==> config.mk <==
export PLATFORM = sky130hd
export DESIGN_NAME = utf8_to_ucs2_decoder_unit
export DESIGN_NICKNAME = d
export VERILOG_FILES = /design/src/design/utd_pkg.sv /design/src/design/utd_decode.sv /design/src/design/utf8_to_ucs2_decoder_unit.sv
export SDC_FILE = /design/constraint.sdc
export NUM_CORES = 1
export LEC_CHECK = 0
export BUFFER_PORTS_ARGS = -buffer_cell sky130_fd_sc_hd__buf_2
export CORE_UTILIZATION = 54
export DETAILED_ROUTE_END_ITERATION = 12
export MAX_ROUTING_LAYER = met4
export PLACE_DENSITY = 0.83
export REMOVE_ABC_BUFFERS = 1
export SYNTH_ARGS = -nofsm -noshare
export SYNTH_HDL_FRONTEND = slang
export SYNTH_SLANG_ARGS = --single-unit
==> constraint.sdc <==
create_clock -name clk_i -period 2.7 [get_ports clk_i]
set_input_delay 0.54 -clock clk_i [delete_from_list [all_inputs] [get_ports clk_i]]
set_output_delay 0.54 -clock clk_i [all_outputs]
set_load 0.05 [all_outputs]
==> src/design/utd_pkg.sv <==
// ----------------------------------------------------------------------------
// UTF-8 decoder package
// Shared types and constants for the UTF-8 to 16-bit code unit decoder.
// ----------------------------------------------------------------------------
package utd_pkg;

  // Masks for the payload bits of continuation and lead bytes.
  localparam logic [7:0]  ContMask  = 8'h3f;
  localparam logic [7:0]  Lead2Mask = 8'h1f;
  localparam logic [15:0] CodeMask  = 16'hffff;

  // Sequence state carried from one byte to the next.
  typedef struct packed {
    logic [1:0]  bytes_remaining;
    logic [15:0] partial_value;
  } seq_state_t;

  // One decoded result item.
  typedef struct packed {
    logic [15:0] code_unit;
    logic        malformed;
    logic        last_result;
  } result_t;

endpackage

==> src/design/utd_decode.sv <==
// ----------------------------------------------------------------------------
// UTF-8 byte decode step
// Combines one registered byte with the sequence state and gives the next
// state and, where the byte completes or breaks a sequence, one result item.
// ----------------------------------------------------------------------------
module utd_decode (
  input  logic [7:0]          byte_i,
  input  logic                eot_i,
  input  utd_pkg::seq_state_t state_i,
  output utd_pkg::seq_state_t state_o,
  output logic                has_result_o,
  output utd_pkg::result_t    result_o
);

  logic [15:0] shifted;
  logic [1:0]  rem_dec;
  logic        bad;
  logic [15:0] code;

  // Continuation byte shifts six payload bits into the partial value.
  assign shifted = {state_i.partial_value[9:0], byte_i[5:0] & utd_pkg::ContMask[5:0]};
  assign rem_dec = state_i.bytes_remaining - 2'd1;

  // Byte classification and sequence update.
  always_comb begin
    state_o      = state_i;
    has_result_o = 1'b0;
    bad          = 1'b0;
    code         = 16'h0000;
    if (state_i.bytes_remaining != 2'd0) begin
      if (rem_dec == 2'd0) begin
        has_result_o = 1'b1;
        code         = shifted;
        state_o      = '0;
      end else if (eot_i) begin
        has_result_o = 1'b1;
        bad          = 1'b1;
        state_o      = '0;
      end else begin
        state_o.bytes_remaining = rem_dec;
        state_o.partial_value   = shifted;
      end
    end else begin
      if (!byte_i[7]) begin
        // Plain ASCII byte.
        has_result_o = 1'b1;
        code         = {8'h00, byte_i};
      end else if (!byte_i[6] || (byte_i[5:3] == 3'b111)) begin
        // Stray continuation byte, or a lead with five or more ones.
        has_result_o = 1'b1;
        bad          = 1'b1;
      end else if (eot_i) begin
        // Valid lead byte, but the text ends here.
        has_result_o = 1'b1;
        bad          = 1'b1;
      end else if (!byte_i[5]) begin
        state_o.bytes_remaining = 2'd1;
        state_o.partial_value   = {8'h00, byte_i & utd_pkg::Lead2Mask};
      end else if (!byte_i[4]) begin
        state_o.bytes_remaining = 2'd2;
        state_o.partial_value   = {8'h00, byte_i & (utd_pkg::Lead2Mask >> 1)};
      end else begin
        state_o.bytes_remaining = 2'd3;
        state_o.partial_value   = {8'h00, byte_i & (utd_pkg::Lead2Mask >> 2)};
      end
    end
  end

  // A malformed result always carries a zero code unit.
  assign result_o.code_unit   = bad ? 16'h0000 : (code & utd_pkg::CodeMask);
  assign result_o.malformed   = bad;
  assign result_o.last_result = eot_i;

endmodule

==> src/design/utf8_to_ucs2_decoder_unit.sv <==
// ----------------------------------------------------------------------------
// UTF-8 to UCS-2 decoder unit
// Streams UTF-8 bytes in and 16-bit code units out, one byte per clock while the output keeps up.
// ----------------------------------------------------------------------------
// Each byte is taken into an input register, decoded in a single pass
// against the sequence state and written to an output register, so one byte
// is accepted every clock while the output side keeps up. A result is offered
// from the output register once its byte has left the input register. Only
// a held-off output stalls the input: while the output register holds an
// item that is not taken, a byte that gives a result waits in the input
// register and no new byte is accepted. Bytes in the middle of a sequence
// give no result. A malformed result (stray continuation byte, lead byte
// with five or more ones, or a sequence cut short by tlast) has a zero
// code unit and tuser set. Output tlast follows the input tlast of the byte
// that caused the result.
module utf8_to_ucs2_decoder_unit (
  input  logic        clk_i,
  input  logic        rst_ni,
  input  logic        s_axis_tvalid,
  output logic        s_axis_tready,
  input  logic [7:0]  s_axis_tdata,   // [7:0] input_byte
  input  logic        s_axis_tlast,   // end_of_text
  output logic        m_axis_tvalid,
  input  logic        m_axis_tready,
  output logic [15:0] m_axis_tdata,   // [15:0] code_unit
  output logic        m_axis_tuser,   // [0] malformed
  output logic        m_axis_tlast    // last_result
);

  logic                in_valid_q;
  logic [7:0]          in_byte_q;
  logic                in_eot_q;
  utd_pkg::seq_state_t state_q, state_d;
  logic                has_result;
  utd_pkg::result_t    result;
  logic                out_valid_q;
  utd_pkg::result_t    out_q;
  logic                out_free;
  logic                advance;

  utd_decode u_decode (
    .byte_i      (in_byte_q),
    .eot_i       (in_eot_q),
    .state_i     (state_q),
    .state_o     (state_d),
    .has_result_o(has_result),
    .result_o    (result)
  );

  // The input stage moves on unless its result cannot be placed.
  assign out_free      = !out_valid_q || m_axis_tready;
  assign advance       = in_valid_q && (!has_result || out_free);
  assign s_axis_tready = !in_valid_q || advance;

  // Input register.
  always_ff @(posedge clk_i or negedge rst_ni) begin
    if (!rst_ni) begin
      in_valid_q <= 1'b0;
    end else if (s_axis_tready) begin
      in_valid_q <= s_axis_tvalid;
    end
  end

  always_ff @(posedge clk_i) begin
    if (s_axis_tready && s_axis_tvalid) begin
      in_byte_q <= s_axis_tdata;
      in_eot_q  <= s_axis_tlast;
    end
  end

  // Sequence state, updated once per decoded byte.
  always_ff @(posedge clk_i or negedge rst_ni) begin
    if (!rst_ni) begin
      state_q <= '0;
    end else if (advance) begin
      state_q <= state_d;
    end
  end

  // Output register.
  always_ff @(posedge clk_i or negedge rst_ni) begin
    if (!rst_ni) begin
      out_valid_q <= 1'b0;
    end else if (out_free) begin
      out_valid_q <= advance && has_result;
    end
  end

  always_ff @(posedge clk_i) begin
    if (advance && has_result) begin
      out_q <= result;
    end
  end

  assign m_axis_tvalid = out_valid_q;
  assign m_axis_tdata  = out_q.code_unit;
  assign m_axis_tuser  = out_q.malformed;
  assign m_axis_tlast  = out_q.last_result;

  // Malformed results carry a zero code unit.
  assert property (@(posedge clk_i) disable iff (!rst_ni)
    (out_valid_q && out_q.malformed) |-> (out_q.code_unit == 16'h0000))
    else $error("malformed result with non-zero code unit");

  // Between sequences no partial value is kept.
  assert property (@(posedge clk_i) disable iff (!rst_ni)
    (state_q.bytes_remaining == 2'd0) |-> (state_q.partial_value == 16'h0000))
    else $error("partial value left over while idle");

  // A waiting result is not dropped.
  assert property (@(posedge clk_i) disable iff (!rst_ni)
    (out_valid_q && !m_axis_tready) |=> (out_valid_q && $stable(out_q)))
    else $error("pending result lost or changed");

endmodule
Yosys cells after proc, flatten, opt, wreduce, memory -nomap -nowiden
Index checks and enable logic that the tools add are counted.
{"block": "word_totals", "reg_bits": 41, "latchBits": 0, "ramBits": 0, "romBits": 0, "output_inout_bits": 20, "wordCells": 47, "memories": 0}
{"block": "op_classes", "n_addsub": 1, "multipliers": 0, "div_mod_pow": 0, "n_lt_le_gt_ge": 0, "n_eq_ne": 3, "n_shift": 0, "n_mux": 19, "bitwise_logic": 0, "n_reduce_logical": 15}
{"operator": "18-bit two-way mux", "n": 7}
{"operator": "16-bit two-way mux", "n": 2}
{"operator": "17-bit two-way mux", "n": 1}
{"operator": "1-bit two-way mux", "n": 8}
{"operator": "7-bit two-way mux", "n": 1}
{"operator": "1-bit zero test", "n": 4}
{"operator": "1-bit logical OR", "n": 4}
{"operator": "2-bit by 1-bit != test with 1-bit output (second input constant)", "n": 2}
{"operator": "4-bit AND reduction", "n": 1}
{"operator": "2-bit nonzero test", "n": 2}
{"operator": "3-bit == test (second input constant)", "n": 1}
{"operator": "1-bit logical AND", "n": 3}
{"operator": "2-bit zero test", "n": 1}
{"operator": "2-bit by 1-bit subtractor with 2-bit output (second input constant)", "n": 1}

Depth between registers and ports, before layout
{"block": "logic_depth", "depth_word": 10, "mapped_depth": 7, "depth_no_buf": 6}

By module
From an unflattened synthesis, not the netlist that was laid out.
{"block": "hier_totals", "hier_cells": 213, "area_unflattened_um2": 2481.1}
{"module": "utf8_to_ucs2_decoder_unit", "n_inst": 1, "cells_each": 140, "area_per_inst_um2": 1963.1, "seq_area_each_um2": 1311.3}
{"module": "utd_decode", "n_inst": 1, "cells_each": 73, "area_per_inst_um2": 518.0, "seq_area_each_um2": 0.0}

Worst setup path after synthesis
No wires, ideal clock.
{"block": "synth_path", "path_type": "register to register", "start": "reg state_q[16] in the netlist's numbering", "end": "reg in_byte_q[0], enable pin", "setup_time_ns": 0.338, "t_arrival_ns": 2.142, "setup_slack_ns": 0.220, "stages_incl_launch_ff": 6, "n_path_buf": 0, "path_cell_list": "dfrtp_1 ha_1 nor2_1 nor2_1 o211ai_1 and2_1"}
{"block": "synth_via", "elab_chain_len": 9, "word_cells_on_any_way": 10, "classes_between": "1 x add/sub; 2 x mux; 7 x reduce/logical"}
{"element": "start: declaration", "line": "utf8_to_ucs2_decoder_unit.sv:33", "rtl": "utd_pkg::seq_state_t state_q, state_d;"}
{"element": "start signal: assignment", "line": "utf8_to_ucs2_decoder_unit.sv:76", "rtl": "state_q <= state_d;"}
{"element": "2-bit by 1-bit subtractor with 2-bit output", "line": "utd_decode.sv:22", "rtl": "assign rem_dec = state_i.bytes_remaining - 2'd1;"}
{"element": "2-bit zero test", "line": "utd_decode.sv:31", "rtl": "if (rem_dec == 2'd0) begin"}
{"element": "1-bit two-way mux", "line": "utd_decode.sv:31"}
{"element": "1-bit two-way mux *", "line": "utd_decode.sv:30", "rtl": "if (state_i.bytes_remaining != 2'd0) begin"}
{"element": "1-bit zero test *", "line": "utf8_to_ucs2_decoder_unit.sv:52", "rtl": "assign advance = in_valid_q && (!has_result || out_free);"}
{"element": "1-bit logical OR *", "line": "utf8_to_ucs2_decoder_unit.sv:52"}
{"element": "1-bit logical AND *", "line": "utf8_to_ucs2_decoder_unit.sv:52"}
{"element": "1-bit logical OR *", "line": "utf8_to_ucs2_decoder_unit.sv:53", "rtl": "assign s_axis_tready = !in_valid_q || advance;"}
{"element": "via s_axis_tready", "line": "utf8_to_ucs2_decoder_unit.sv:20", "rtl": "output logic s_axis_tready,"}
{"element": "1-bit logical AND *", "line": "utf8_to_ucs2_decoder_unit.sv:65", "rtl": "if (s_axis_tready && s_axis_tvalid) begin"}
{"element": "end signal: assignment", "line": "utf8_to_ucs2_decoder_unit.sv:66", "rtl": "in_byte_q <= s_axis_tdata;"}
{"element": "end: declaration", "line": "utf8_to_ucs2_decoder_unit.sv:31", "rtl": "logic [7:0] in_byte_q;"}
The timed path passes the listed nets; every way through them passes the cells marked *.
A chain may end at the register's enable or synchronous reset.

Final worst setup path
{"block": "layout_path", "start": "reg state_q[16] in the netlist's numbering", "end": "out s_axis_tready"}
{"block": "layout_via", "elab_chain_len": 8, "word_cells_on_any_way": 9, "classes_between": "1 x add/sub; 2 x mux; 6 x reduce/logical"}
{"element": "2-bit by 1-bit subtractor with 2-bit output", "line": "utd_decode.sv:22"}
{"element": "2-bit zero test", "line": "utd_decode.sv:31"}
{"element": "1-bit two-way mux", "line": "utd_decode.sv:31"}
{"element": "1-bit two-way mux *", "line": "utd_decode.sv:30"}
{"element": "1-bit zero test *", "line": "utf8_to_ucs2_decoder_unit.sv:52"}
{"element": "1-bit logical OR *", "line": "utf8_to_ucs2_decoder_unit.sv:52"}
{"element": "1-bit logical AND *", "line": "utf8_to_ucs2_decoder_unit.sv:52"}
{"element": "1-bit logical OR *", "line": "utf8_to_ucs2_decoder_unit.sv:53"}
{"element": "end: declaration", "line": "utf8_to_ucs2_decoder_unit.sv:20"}
Mark *: on every way between the ends. The rest lies on a longest branch, timed or not.

==> metrics.csv <==
metric;value;unit
reg2reg_depth;8;
grt_setup_unrepaired;no;
drive_above_1_share;30.1;%
rows;20;
fp.dieW;59.1;µm
clk_root_buffer_cell;clkbuf_4;
reg2reg_from;state_q[16]$_DFFE_PN0P_;
min_path_type;input pin to asynchronous set/reset pin;
route.detailed.drc;0;
arrival;1980;ps
grt_pass1_wl;4.93;mm
maxCapViolations;0;
synth_area_leaders;edfxtp_1 46%, dfrtp_1 20%, and2_1 5.7%;
synthCells;135;
cts_hold_buf;0;
p_sw_share;40.3;%
final_core_util;66.9;%
pwr-share-seq;40.1;%
area_delta_synth_final;17.1;%
syn_avg_cell_area;13.0;µm²
cts_buffer_depth;2;
fin_ws;177;ps
numClockSinks;41;
setup_violations;0;
ys_seq_area_share;66.0;%
die_h;59.1;µm
core_area;3080;µm²
grt_antenna_before_repair;0;
grt.total_usage;20.8;%
p_switching;0.985;mW
multi_input_area;538;µm²
maxSlewViolCount;0;
slew_headroom;64.2;%
grt_max_degree;19;
route.vias.total;1144;
async_flop_share;34.1;%
antenna-diode-count;0;
antenna_left;0;
nFillCells;234;
firstDrtPassIters;4;
clk_pin_slew;120;ps
synthTopCellsByCount;27 x edfxtp_1, 16 x and2_1, 14 x dfrtp_1;
reg2reg_to;m_axis_tdata[0]$_SDFFCE_PP0P_;
yosysMostFrequentCell;edfxtp_1;
internal_power;1.46;mW
place_ws;530;ps
synthesis.area;1760;µm²
cts_max_level;2;
synth_seq_cells;41;
layout.nets;188;
cts_tree;yes;
seq_area;1160;µm²
start_kind;flip-flop;
cts_buffers;5;
synth_top_cell_by_area;edfxtp_1;
grt_pass1_vias;1152;
cts_resized;0;
fin_crit_sh;93.5;%
reg2reg_setup_slack;490;ps
finalSetupTns;0;ps
yosys_warnings;0;
crit_fanout;12;
dp_hpwl;2.21;mm
io_buffers;32;
synth_edf_count;27;
min_period;2520;ps
combPwrFrac;40.3;%
initial_utilization;57.1;%
drt-initial-drc-count;31;
post_cts_buffers;0;
finalHoldViolCount;0;
insertion_delay;350;ps
fmax;0.396;GHz
yosys_most_used_dff;edfxtp_1;
drt-wirelength-per-cell;13.7;µm
synth_top_area_share;46.1;%
status;complete, no violations;
synth_cell_type_count;32;
end_kind;primary output;
powerDensity;1190;nW/µm²
gp_congestion;0.949;
p_leak;0.861;nW
cp.required;2160;ps
via_per_inst;5.27;
worst_pin_slew;537;ps
clock_power_share;19.7;%
vdd_drop_max;0.000530;V
criticalPathCategory;flip-flop to primary output;
wirelength;2.98;mm
overflow;0;
ios;33;
finalPower;2.45;mW
die-area;3490;µm²
fin_skew;6.07;ps
[cell usage in the layout (no fill, tap or decap), types with 2 or more instances in the layout]
cell / instances
and2_1: 16
buf_2: 32
buf_4: 3
bufinv_16: 2
clkbuf_4: 5
dfrtp_1: 14
edfxtp_1: 27
ha_1: 3
inv_1: 5
nand2_1: 13
nand2b_1: 2
nand3_1: 2
nor2_1: 5
nor3_1: 4
o211ai_1: 3
o21ai_0: 11
o21ai_1: 8
o21ai_2: 2
[worst max-delay path: stages, from the launching register on]
cell	delay [ps]
dfrtp_1	460
inv_1	80
ha_1	370
nor2_1	130
o211ai_1	280
buf_2	320
[power by group through the flow]
stage,Sequential (mW),Combinational [mW],Clock [mW]
after floorplan,1.30,0.439,0
after global placement,0.986,0.959,0
after detailed placement,0.995,0.987,0
after CTS,0.981,0.990,0.489
after global routing,1.00,1.07,0.510
final,0.980,0.985,0.481
[registers in the layout, summed over array words and instances (netlist names)]
name	count
in_eot_q	1
state_q	12
m_axis_tuser	1
in_valid_q	1
m_axis_tdata	16
m_axis_tlast	1
in_byte_q	8
m_axis_tvalid	1
[metrics by stage]
| stage | instances | hold slack [ps] | cell area (µm²) |
|---|---|---|---|
| 2_1_floorplan | 130 | 244 | 1720 |
| 3_3_place_gp | 209 | 448 | 1960 |
| 3_5_place_dp | 209 | 449 | 1960 |
| 4_1_cts | 217 | 57.8 | 2060 |
| 5_1_grt | 217 | 66.5 | 2060 |
| 6_report | 217 | 62.0 | 2060 |
[final cells by class]
type | instances | area share, %
clock buffer | 5 | 1.82
clock inverter | 3 | 3.16
inverter | 5 | 0.912
multi-input combinational | 84 | 26.1
sequential | 41 | 56.4
tap | 44 | 2.67
timing repair buffer | 35 | 8.88
[cell families after synthesis]
group	count (synthesis)	synth area share, %
adders and majority gates	3	2.14
DFF	41	66.1
muxes	1	0.854
buffers and inverters	10	3.35
and+or+nand+nor	47	14.4
AOI/OAI and AO/OA	33	13.2
[metal layers]
| layer | track usage, % | vias up | wire [µm] |
|---|---|---|---|
| li1 | - | 553 | - |
| met1 | 22.9 | 542 | 1220 |
| met2 | 34.6 | 39 | 1510 |
| met3 | 5.90 | 10 | 160 |
| met4 | 10.2 | 0 | 78 |
| met5 | - | - | 0 |
[how the worst max path moves through the flow]
stage / startpoint / endpoint / cells after the start
after floorplan: state_q[16]$_DFFE_PN0P_ / in_byte_q[0]$_DFFE_PP_ / 6
after global placement: state_q[16]$_DFFE_PN0P_ / m_axis_tdata[5]$_SDFFCE_PP0P_ / 8
after detailed placement: state_q[16]$_DFFE_PN0P_ / m_axis_tuser$_DFFE_PP_ / 8
after CTS: state_q[16]$_DFFE_PN0P_ / s_axis_tready / 5
after global routing: state_q[16]$_DFFE_PN0P_ / s_axis_tready / 6
final: state_q[16]$_DFFE_PN0P_ / s_axis_tready / 5
Power figures use the tool's default switching activity.
